**config.mk**
```make
export PLATFORM = sky130hd
export DESIGN_NAME = fixed_capacity_multiset_core
export DESIGN_NICKNAME = d
export VERILOG_FILES = /design/src/hdl/fcm_pkg.sv /design/src/hdl/fcm_cell.sv /design/src/hdl/fcm_ctrl.sv /design/src/hdl/fixed_capacity_multiset_core.sv
export SDC_FILE = /design/constraint.sdc
export NUM_CORES = 2
export LEC_CHECK = 0
export CAP_MARGIN = 15
export CORE_UTILIZATION = 40
export CTS_BUF_LIST = sky130_fd_sc_hd__clkbuf_8 sky130_fd_sc_hd__clkbuf_16
export CTS_CLUSTER_DIAMETER = 60
export DETAILED_ROUTE_END_ITERATION = 10
export DONT_BUFFER_PORTS = 1
export PLACE_DENSITY = 0.52
export SLEW_MARGIN = 20
export SYNTH_ARGS = -nofsm -noshare
export SYNTH_HDL_FRONTEND = slang
export SYNTH_SLANG_ARGS = --single-unit
```
**constraint.sdc**
```tcl
create_clock -name clk -period 7.8 [get_ports clk]
set_clock_uncertainty 0.2 [all_clocks]
set_input_delay 0.39 -clock clk [delete_from_list [all_inputs] [get_ports clk]]
set_output_delay 0.39 -clock clk [all_outputs]
set_load 0.02 [all_outputs]
```
**src/hdl/fcm_pkg.sv**
```systemverilog
package fcm_pkg;

    localparam int DEPTH  = 32;
    localparam int DATA_W = 32;
    localparam int CNT_W  = $clog2(DEPTH + 1);
    localparam int IDX_W  = $clog2(DEPTH);
    localparam int OUT_W  = 6;

    typedef enum logic [1:0] {
        KIND_INSERT    = 2'd0,
        KIND_ERASE_ONE = 2'd1,
        KIND_ERASE_ALL = 2'd2,
        KIND_COUNT     = 2'd3
    } kind_t;

    typedef enum logic {
        ST_IDLE,
        ST_WALK
    } state_t;

    typedef struct packed {
        logic             shift;
        logic             head_load;
        logic             wr_load;
        logic [IDX_W-1:0] tail_idx;
    } chain_cmd_t;

    typedef struct packed {
        logic shift;
        logic load;
        logic sel_value;
    } cell_ctrl_t;

    function automatic logic [OUT_W-1:0] to_out(input logic [CNT_W-1:0] x);
        logic [CNT_W+OUT_W-1:0] t;
        t = {{OUT_W{1'b0}}, x};
        return t[OUT_W-1:0];
    endfunction

endpackage

```
**src/hdl/fcm_cell.sv**
```systemverilog
module fcm_cell (
    input  logic                        clk,
    input  fcm_pkg::cell_ctrl_t         ctrl,
    input  logic [fcm_pkg::DATA_W-1:0]  right,
    input  logic [fcm_pkg::DATA_W-1:0]  head,
    input  logic [fcm_pkg::DATA_W-1:0]  value,
    output logic [fcm_pkg::DATA_W-1:0]  data
);

    logic [fcm_pkg::DATA_W-1:0] data_reg;
    logic [fcm_pkg::DATA_W-1:0] data_next;

    always_comb
    begin
        priority if (ctrl.load)
        begin
            data_next = ctrl.sel_value ? value : head;
        end
        else if (ctrl.shift)
        begin
            data_next = right;
        end
        else
        begin
            data_next = data_reg;
        end
    end

    always_ff @(posedge clk)
    begin
        data_reg <= data_next;
    end

    assign data = data_reg;

endmodule

```
**src/hdl/fcm_ctrl.sv**
```systemverilog
module fcm_ctrl (
    input  logic                        clk,
    input  logic                        rst_n,
    input  logic                        start,
    input  logic [1:0]                  kind,
    input  logic [fcm_pkg::DATA_W-1:0]  head,
    input  logic [fcm_pkg::DATA_W-1:0]  value,
    output logic                        busy,
    output fcm_pkg::chain_cmd_t         cmd,
    output logic                        done,
    output logic [fcm_pkg::OUT_W-1:0]   matches_res,
    output logic                        success,
    output logic                        full_error,
    output logic [fcm_pkg::OUT_W-1:0]   size_after
);

    localparam int CW = fcm_pkg::CNT_W;

    fcm_pkg::state_t            state_reg, state_next;
    fcm_pkg::kind_t             kind_reg, kind_next;
    logic [fcm_pkg::DATA_W-1:0] target_reg, target_next;
    logic [CW-1:0]              fill_reg, fill_next;
    logic [CW-1:0]              steps_reg, steps_next;
    logic [CW-1:0]              matches_reg, matches_next;
    logic                       done_reg, done_next;
    logic [fcm_pkg::OUT_W-1:0]  mres_reg, mres_next;
    logic                       succ_reg, succ_next;
    logic                       full_reg, full_next;
    logic [fcm_pkg::OUT_W-1:0]  size_reg, size_next;

    fcm_pkg::kind_t kind_in;
    logic           accept;
    logic           is_full;
    logic           hit;
    logic           del;
    logic           last;
    logic [CW-1:0]  tail_pos;

    assign kind_in  = fcm_pkg::kind_t'(kind);
    assign accept   = start && (state_reg == fcm_pkg::ST_IDLE);
    assign is_full  = (fill_reg == CW'(fcm_pkg::DEPTH));
    assign hit      = (head == target_reg) &&
                      !((kind_reg == fcm_pkg::KIND_ERASE_ONE) && (matches_reg != '0));
    assign del      = hit && (kind_reg != fcm_pkg::KIND_COUNT);
    assign last     = (steps_reg == CW'(1));
    assign tail_pos = fill_reg - CW'(1);

    // next state
    always_comb
    begin
        state_next = state_reg;
        unique case (state_reg)
            fcm_pkg::ST_IDLE:
            begin
                if (accept && (kind_in != fcm_pkg::KIND_INSERT) && (fill_reg != '0))
                begin
                    state_next = fcm_pkg::ST_WALK;
                end
            end
            fcm_pkg::ST_WALK:
            begin
                if (last)
                begin
                    state_next = fcm_pkg::ST_IDLE;
                end
            end
            default:
            begin
                state_next = fcm_pkg::ST_IDLE;
            end
        endcase
    end

    // datapath and results
    always_comb
    begin
        kind_next    = kind_reg;
        target_next  = target_reg;
        fill_next    = fill_reg;
        steps_next   = steps_reg;
        matches_next = matches_reg;
        done_next    = 1'b0;
        mres_next    = mres_reg;
        succ_next    = succ_reg;
        full_next    = full_reg;
        size_next    = size_reg;
        unique case (state_reg)
            fcm_pkg::ST_IDLE:
            begin
                if (accept)
                begin
                    kind_next    = kind_in;
                    target_next  = value;
                    steps_next   = fill_reg;
                    matches_next = '0;
                    if (kind_in == fcm_pkg::KIND_INSERT)
                    begin
                        done_next = 1'b1;
                        mres_next = '0;
                        succ_next = !is_full;
                        full_next = is_full;
                        fill_next = is_full ? fill_reg : fill_reg + CW'(1);
                        size_next = fcm_pkg::to_out(fill_next);
                    end
                    else if (fill_reg == '0)
                    begin
                        done_next = 1'b1;
                        mres_next = '0;
                        succ_next = 1'b0;
                        full_next = 1'b0;
                        size_next = '0;
                    end
                end
            end
            fcm_pkg::ST_WALK:
            begin
                matches_next = matches_reg + CW'(hit);
                fill_next    = fill_reg - CW'(del);
                steps_next   = steps_reg - CW'(1);
                if (last)
                begin
                    done_next = 1'b1;
                    mres_next = fcm_pkg::to_out(matches_next);
                    succ_next = (kind_reg == fcm_pkg::KIND_ERASE_ONE) && (matches_next != '0);
                    full_next = 1'b0;
                    size_next = fcm_pkg::to_out(fill_next);
                end
            end
            default:
            begin
                done_next = 1'b0;
            end
        endcase
    end

    // outputs
    always_comb
    begin
        busy          = (state_reg == fcm_pkg::ST_WALK);
        cmd.shift     = 1'b0;
        cmd.head_load = 1'b0;
        cmd.wr_load   = 1'b0;
        cmd.tail_idx  = fill_reg[fcm_pkg::IDX_W-1:0];
        unique case (state_reg)
            fcm_pkg::ST_IDLE:
            begin
                cmd.wr_load = accept && (kind_in == fcm_pkg::KIND_INSERT) && !is_full;
            end
            fcm_pkg::ST_WALK:
            begin
                cmd.shift     = 1'b1;
                cmd.head_load = !del;
                cmd.tail_idx  = tail_pos[fcm_pkg::IDX_W-1:0];
            end
            default:
            begin
                cmd.shift = 1'b0;
            end
        endcase
    end

    always_ff @(posedge clk or negedge rst_n)
    begin
        if (!rst_n)
        begin
            state_reg <= fcm_pkg::ST_IDLE;
            fill_reg  <= '0;
            done_reg  <= 1'b0;
        end
        else
        begin
            state_reg <= state_next;
            fill_reg  <= fill_next;
            done_reg  <= done_next;
        end
    end

    always_ff @(posedge clk)
    begin
        kind_reg    <= kind_next;
        target_reg  <= target_next;
        steps_reg   <= steps_next;
        matches_reg <= matches_next;
        mres_reg    <= mres_next;
        succ_reg    <= succ_next;
        full_reg    <= full_next;
        size_reg    <= size_next;
    end

    assign done        = done_reg;
    assign matches_res = mres_reg;
    assign success     = succ_reg;
    assign full_error  = full_reg;
    assign size_after  = size_reg;

endmodule

```
**src/hdl/fixed_capacity_multiset_core.sv**
```systemverilog
// Unordered bag of up to DEPTH signed 32-bit values. A request is taken when start is high and
// busy is low; its result appears on the result ports for one cycle with done high and must be
// taken then, since the block cannot be stalled. Insert gives its result in the cycle after the
// request. Erase-one, erase-all and count walk the live entries through a chain of cells, one
// entry a cycle, with busy high throughout the walk; done is registered from the last step of
// the walk, or comes in the cycle after the request when the bag is empty.
module fixed_capacity_multiset_core (
    input  logic                        clk,
    input  logic                        rst_n,
    input  logic                        start,
    output logic                        busy,
    input  logic [1:0]                  kind,
    input  logic signed [31:0]          value,
    output logic                        done,
    output logic [5:0]                  matches_res,
    output logic                        success,
    output logic                        full_error,
    output logic [5:0]                  size_after
);

    fcm_pkg::chain_cmd_t        cmd;
    logic [fcm_pkg::DATA_W-1:0] cell_data [fcm_pkg::DEPTH];
    logic [fcm_pkg::DATA_W-1:0] value_u;

    assign value_u = value;

    fcm_ctrl u_ctrl (
        .clk         (clk),
        .rst_n       (rst_n),
        .start       (start),
        .kind        (kind),
        .head        (cell_data[0]),
        .value       (value_u),
        .busy        (busy),
        .cmd         (cmd),
        .done        (done),
        .matches_res (matches_res),
        .success     (success),
        .full_error  (full_error),
        .size_after  (size_after)
    );

    for (genvar i = 0; i < fcm_pkg::DEPTH; i++)
    begin : g_cell
        fcm_pkg::cell_ctrl_t        ctrl;
        logic [fcm_pkg::DATA_W-1:0] right;

        assign ctrl.shift     = cmd.shift;
        assign ctrl.load      = (cmd.head_load || cmd.wr_load) &&
                                (cmd.tail_idx == fcm_pkg::IDX_W'(i));
        assign ctrl.sel_value = cmd.wr_load;

        if (i == fcm_pkg::DEPTH - 1)
        begin : g_end
            assign right = '0;
        end
        else
        begin : g_mid
            assign right = cell_data[i+1];
        end

        fcm_cell u_cell (
            .clk   (clk),
            .ctrl  (ctrl),
            .right (right),
            .head  (cell_data[0]),
            .value (value_u),
            .data  (cell_data[i])
        );
    end

endmodule

```
# Word-level counts from Yosys, hierarchy flattened
# Cells that the tools add are included.
word_totals:
  output_inout_bits: 16
  in_bits: 37
  reg_bits: 1092
classes:
  muxes: 102
  n_eq_ne: 40
  addsub: 5
  n_reduce_logical: 87
  bitwise: 1
ops:
  columns: ["op", "count"]
  rows:
  - ["$mux W32", 65]
  - ["$eq A5 B5 Y1 const B", 16]
  - ["$mux W6", 12]
  - ["$reduce_bool A2 Y1", 33]
  - ["$pmux W6 S2", 5]
  - ["$logic_and A1 B1 Y1", 41]
  - ["$eq A5 B4 Y1 const B", 8]
  - ["$eq A32 B32 Y1", 1]
  - ["$eq A5 B3 Y1 const B", 4]
  - ["$reduce_bool A6 Y1", 3]
  - ["$mux W1", 14]
  - ["$eq A5 B2 Y1 const B", 2]
  - ["$pmux W1 S2", 4]
  - ["$add A6 B1 Y6", 1]
  - ["$add A6 B1 Y6 const B", 1]
  - ["$eq A6 B1 Y1 const B", 1]
  - ["$eq A6 B6 Y1 const B", 1]
  - ["$logic_not A6 Y1", 1]
  - ["$ne A2 B2 Y1 const B", 3]
  - ["$sub A6 B1 Y6", 1]
  - ["$sub A6 B1 Y6 const B", 1]
  - ["$eq A5 B1 Y1 const B", 1]
  - ["$logic_not A5 Y1", 1]
  - ["$mux W5", 1]
  - ["other kinds (11)", 14]

# Longest topological paths before layout
logic_depth:
  word_depth: 10
  ltp_mapped: 13
  ltp_nobuf: 12

# By module
# From an unflattened synthesis, not the netlist that was laid out.
hier_totals:
  hier_cells: 4798
  hier_area_um2: 57248.7
by_module_without_submodules:
  columns: ["mod", "seq_area_each_um2", "area_each_um2", "instances", "cells_each"]
  rows:
  - ["fcm_cell", 960.9, 1672.9, 32, 140]
  - ["fcm_ctrl", 2001.9, 3369.5, 1, 262]
  - ["fixed_capacity_multiset_core", 0.0, 347.8, 1, 56]

# Least setup slack after synthesis
# No wires, ideal clock.
synth_timing:
  kind: "flip-flop to flip-flop"
  startpoint: "reg u_ctrl.fill_reg[0]"
  endpoint: "reg g_cell[24].u_cell.data_reg (netlist bit g_cell[24].u_cell.data[0]), enable pin"
  synth_period_minus_slack_ns: 5.250
  arrival_time_ns: 4.584
  t_required_ns: 7.134
  setup_ns: 0.466
  path_stages_with_launch: 13
  setup_slack_ns: 2.550
  path_cell_list: "dfrtp_1 -> buf_1 -> inv_1 -> ha_1 -> nor4b_1 -> and2_1 -> buf_4 -> nor2_2 -> a21oi_2 -> and2_1 -> clkbuf_1 -> clkbuf_1 -> o21ai_0"
synth_between:
  elab_chain_cells: 7
  elab_cells_between_ends: 10
  classes_between: "add/sub: 1; eq/ne: 2; mux: 2; reduce/logical: 5"
synth_rtl:
  columns: ["item", "line_no", "text"]
  rows:
  - ["start: declaration", "fcm_ctrl.sv:22", "logic [CW-1:0] fill_reg, fill_next;"]
  - ["start signal: assignment", "fcm_ctrl.sv:173", "fill_reg <= fill_next;"]
  - ["branches (longest 5 deep; another with $sub A5 B1 Y5)", null, null]
  - ["$logic_and A1 B1 Y1 *", "fixed_capacity_multiset_core.sv:49", "assign ctrl.load = (cmd.head_load || cmd.wr_load) &&"]
  - ["$reduce_bool A2 Y1 (no line) *", null, null]
  - ["end signal: assignment", "fcm_cell.sv:31", "data_reg <= data_next;"]
  - ["end: declaration", "fcm_cell.sv:10", "logic [fcm_pkg::DATA_W-1:0] data_reg;"]
# Mark *: on every way between the ends.
# A chain may end at the register's enable or synchronous reset.

# Worst setup path after layout
layout_timing:
  startpoint: "reg u_ctrl.fill_reg[0]"
  endpoint: "reg g_cell[25].u_cell.data_reg (netlist bit g_cell[25].u_cell.data[10]), data pin"
layout_between:
  elab_chain_cells: 7
  elab_cells_between_ends: 11
  classes_between: "add/sub: 1; eq/ne: 2; mux: 4; reduce/logical: 4"
layout_rtl:
  columns: ["item", "line_no", "text"]
  rows:
  - ["branches (longest 6 deep; another with $sub A5 B1 Y5)", null, null]
  - ["$mux W32 *", "fcm_cell.sv:15", "priority if (ctrl.load)"]
  - ["named net g_cell[25].u_cell.data_next (one bit)", "fcm_cell.sv:11", "logic [fcm_pkg::DATA_W-1:0] data_next;"]
  - ["end signal: assignment", "fcm_cell.sv:31", null]
  - ["end: declaration", "fcm_cell.sv:10", null]
# Mark *: on every way through the listed nets, which the timed path passes.

==> flow_summary.json <==
{
  "status": "completed",
  "clock.fmax_mhz": 201,
  "end_kind": "register",
  "die_area_um2": 120000,
  "max_slew_margin": 0.280,
  "critical-path-top-delay-family": "buffers and inverters",
  "syn_inst": 2685,
  "synth_area_leaders": "edfxtp_1 69%, mux2_2 23%, mux2_1 1.6%",
  "reg2reg_slack_ns": 2.82,
  "placementRows": 125,
  "fin_area_um2": 54100,
  "cp_data_required_time_ns": 8.04,
  "root_buffer": "clkbuf_16",
  "synth_top_area_share": 0.687,
  "multiInputGateArea_um2": 14300,
  "synth_async_sr_flop_share": 0.00733,
  "cp.arrival_ns": 5.23,
  "initial_core_util": 0.405,
  "rsz0062_at_grt": "no",
  "drive_above_1_share": 0.457,
  "first_iter_violations": 2163,
  "synth.largest_area_cell": "edfxtp_1",
  "place_area_um2": 49600,
  "synth_nets": 2731,
  "largest_reg_flops": 1024,
  "post-route-period-util": 0.639,
  "wirelength_met1_um": 55000,
  "ys.flop_type": "edfxtp_1",
  "synth-seq-cells": 1092,
  "antenna_found_initial": 11,
  "grt_pass1_wl_um": 183000,
  "wl_met2_um": 63100,
  "leakagePower_nw": 18.7,
  "top_layer_used": "met4",
  "post-cts-setup-buffers": 0,
  "ios": 53,
  "insertion_delay_ns": 0.70,
  "detail-route-antenna-nets": 0,
  "final.min_clock_period_ns": 4.98,
  "cts_buffers": 119,
  "ys_types": 44,
  "avgSynthCellArea_um2": 17.6,
  "vias": 23816,
  "num-nets-final": 2737,
  "place_worst_setup_slack_ns": 2.85,
  "cts_num_sinks": 1092,
  "maxCapViolations": 0,
  "overflow": 0,
  "grt_pass1_vias": 24556,
  "path_buf_inv": 4,
  "gp_congestion": 0.813,
  "grt_max_degree": 44,
  "dp_hpwl_um": 74900,
  "worst_slew_pin_slew_ns": 1.08,
  "cts_tree": "built",
  "finalHoldViolations": 0,
  "setup_viol": 0,
  "io_buffers": 0,
  "seqCellArea_um2": 32800,
  "syn_to_final_growth_pct": 14.1,
  "core_um2": 117000,
  "slowest_delay_ns": 0.79,
  "vdd.ir_drop.worst_mv": 0.237,
  "grt.total_usage": 0.212,
  "yosys_warnings": 0,
  "start_kind": "register",
  "nFillCells": 9820,
  "setup_ws_ns": 2.82,
  "dieWidth_um": 346,
  "synth_area_um2": 47400,
  "dr.pass1.iters": 5,
  "dr_wl_met3_um": 6970,
  "cpMaxStageDelayCell": "buf_4",
  "drt-total-wl_um": 128000,
  "hold_path_class": "primary input to register",
  "worstPathMaxFanout": 34,
  "slew_viol_final": 0,
  "whs_ns": 0.0996,
  "path_class": "register to register",
  "clk_pin_slew_worst_paths_ns": 0.06,
  "fin_tns_setup_ns": 0,
  "die_h_um": 346,
  "h-tree-depth": 3,
  "via_per_inst": 5.52,
  "clockBufferDepth": 3,
  "power.density_nw_per_um2": 461,
  "wl_per_cell_um": 29.7,
  "drc": 0,
  "seq_area_frac_synth": 0.691,
  "crit_chain": "inv_1, ha_1, nor4b_1, and2_1, nor2_4, buf_4, a21oi_4, buf_4, a21oi_4, buf_16, mux2_1",
  "synth-edff-count": 1084
}
cell type report:
type	instances	area share
Clock inverter	90	0.0124
Inverter	7	0.000486
Multi-Input combinational cell	1358	0.264
Antenna cell	8	0.000370
Tap cell	1524	0.0353
Clock buffer	122	0.0565
Timing Repair Buffer	113	0.0253
Sequential cell	1092	0.606
where the power goes:
part / internal [mW] / switching [mW]
logic: 3.15 / 4.48
clock network: 3.11 / 2.31
registers: 10.6 / 1.21
total: 16.9 / 8.00
cells in the mapped netlist (3+ instances only):
cell	count
edfxtp_1	1084
mux2_2	957
clkbuf_1	117
buf_2	107
mux2_1	67
a21oi_1	48
xor2_1	42
o21ai_0	39
nand3_1	37
nor3b_1	36
nor2_1	30
nand2_1	20
nor3_1	11
ha_1	9
xnor2_1	9
dfrtp_1	8
nor4_1	8
inv_1	7
and2_1	6
a31oi_1	3
and3_1	3
buf_1	3
nand4_1	3
o22ai_1	3
o2bb2ai_1	3
o31ai_1	3
through the flow:
stage,instances,total power [mW],utilization
3_3_place_gp,4035,19.3,0.422
3_5_place_dp,4044,19.4,0.425
4_1_cts,4293,25.0,0.460
5_1_grt,4310,25.9,0.463
6_report,4314,24.9,0.463
2_1_floorplan,2685,16.1,-
path summary, 6_finish.rpt:
check,endpoint,startpoint,cells after the start
max in group asynchronous,u_ctrl.fill_reg[0],rst_n,2
hold reg to reg,g_cell[26].u_cell.data[0],g_cell[27].u_cell.data[0],1
hold / removal,g_cell[2].u_cell.data[5],value[5],2
min in group asynchronous,u_ctrl.done,rst_n,2
setup / recovery,g_cell[25].u_cell.data[10],u_ctrl.fill_reg[0],11
setup reg to reg,g_cell[25].u_cell.data[10],u_ctrl.fill_reg[0],11
cells in the final DEF (no fill, tap or decap), types with 3 or more instances in the layout:
cell type,n
xor2_1,42
nor3_1,11
nor4_1,8
diode_2,8
inv_1,27
nand2_1,20
and2_1,5
nor2_1,29
a21oi_1,17
o21ai_0,8
a21oi_4,30
a31oi_1,3
dlygate4sd3_1,37
o2bb2ai_1,3
clkinv_1,26
bufinv_16,9
clkinv_4,4
ha_1,9
clkinv_2,25
nand4_1,3
nor3b_1,35
o21ai_4,19
xnor2_1,9
mux2_1,67
and3_1,3
buf_16,21
o22ai_1,3
mux2_4,4
nand3_1,37
buf_4,54
mux2_2,953
edfxtp_1,1084
clkbuf_16,122
o21ai_2,13
dfrtp_1,8
cells by family after synthesis:
kind of cell,after synthesis,share of synthesized area
XOR/XNOR,51,0.00943
flip-flops,1092,0.691
adder cells (fa/ha/maj),9,0.00238
multiplexers,1024,0.243
AND/OR/NAND/NOR,168,0.0197
buffers and inverters,235,0.0215
AO/OA/AOI/OAI,106,0.0122
repair_timing:
action,4_1_cts,5_1_grt
hold buffers,37,0
resized for setup,0,0
hold endpoints to repair,52,0
layer usage:
metal	global-route usage	up-vias
li1	-	10400
met1	0.286	12554
met2	0.354	683
met3	0.0336	179
met4	0.0573	0
met5	0	-
Note: power is estimated with default switching activity, not from simulation.
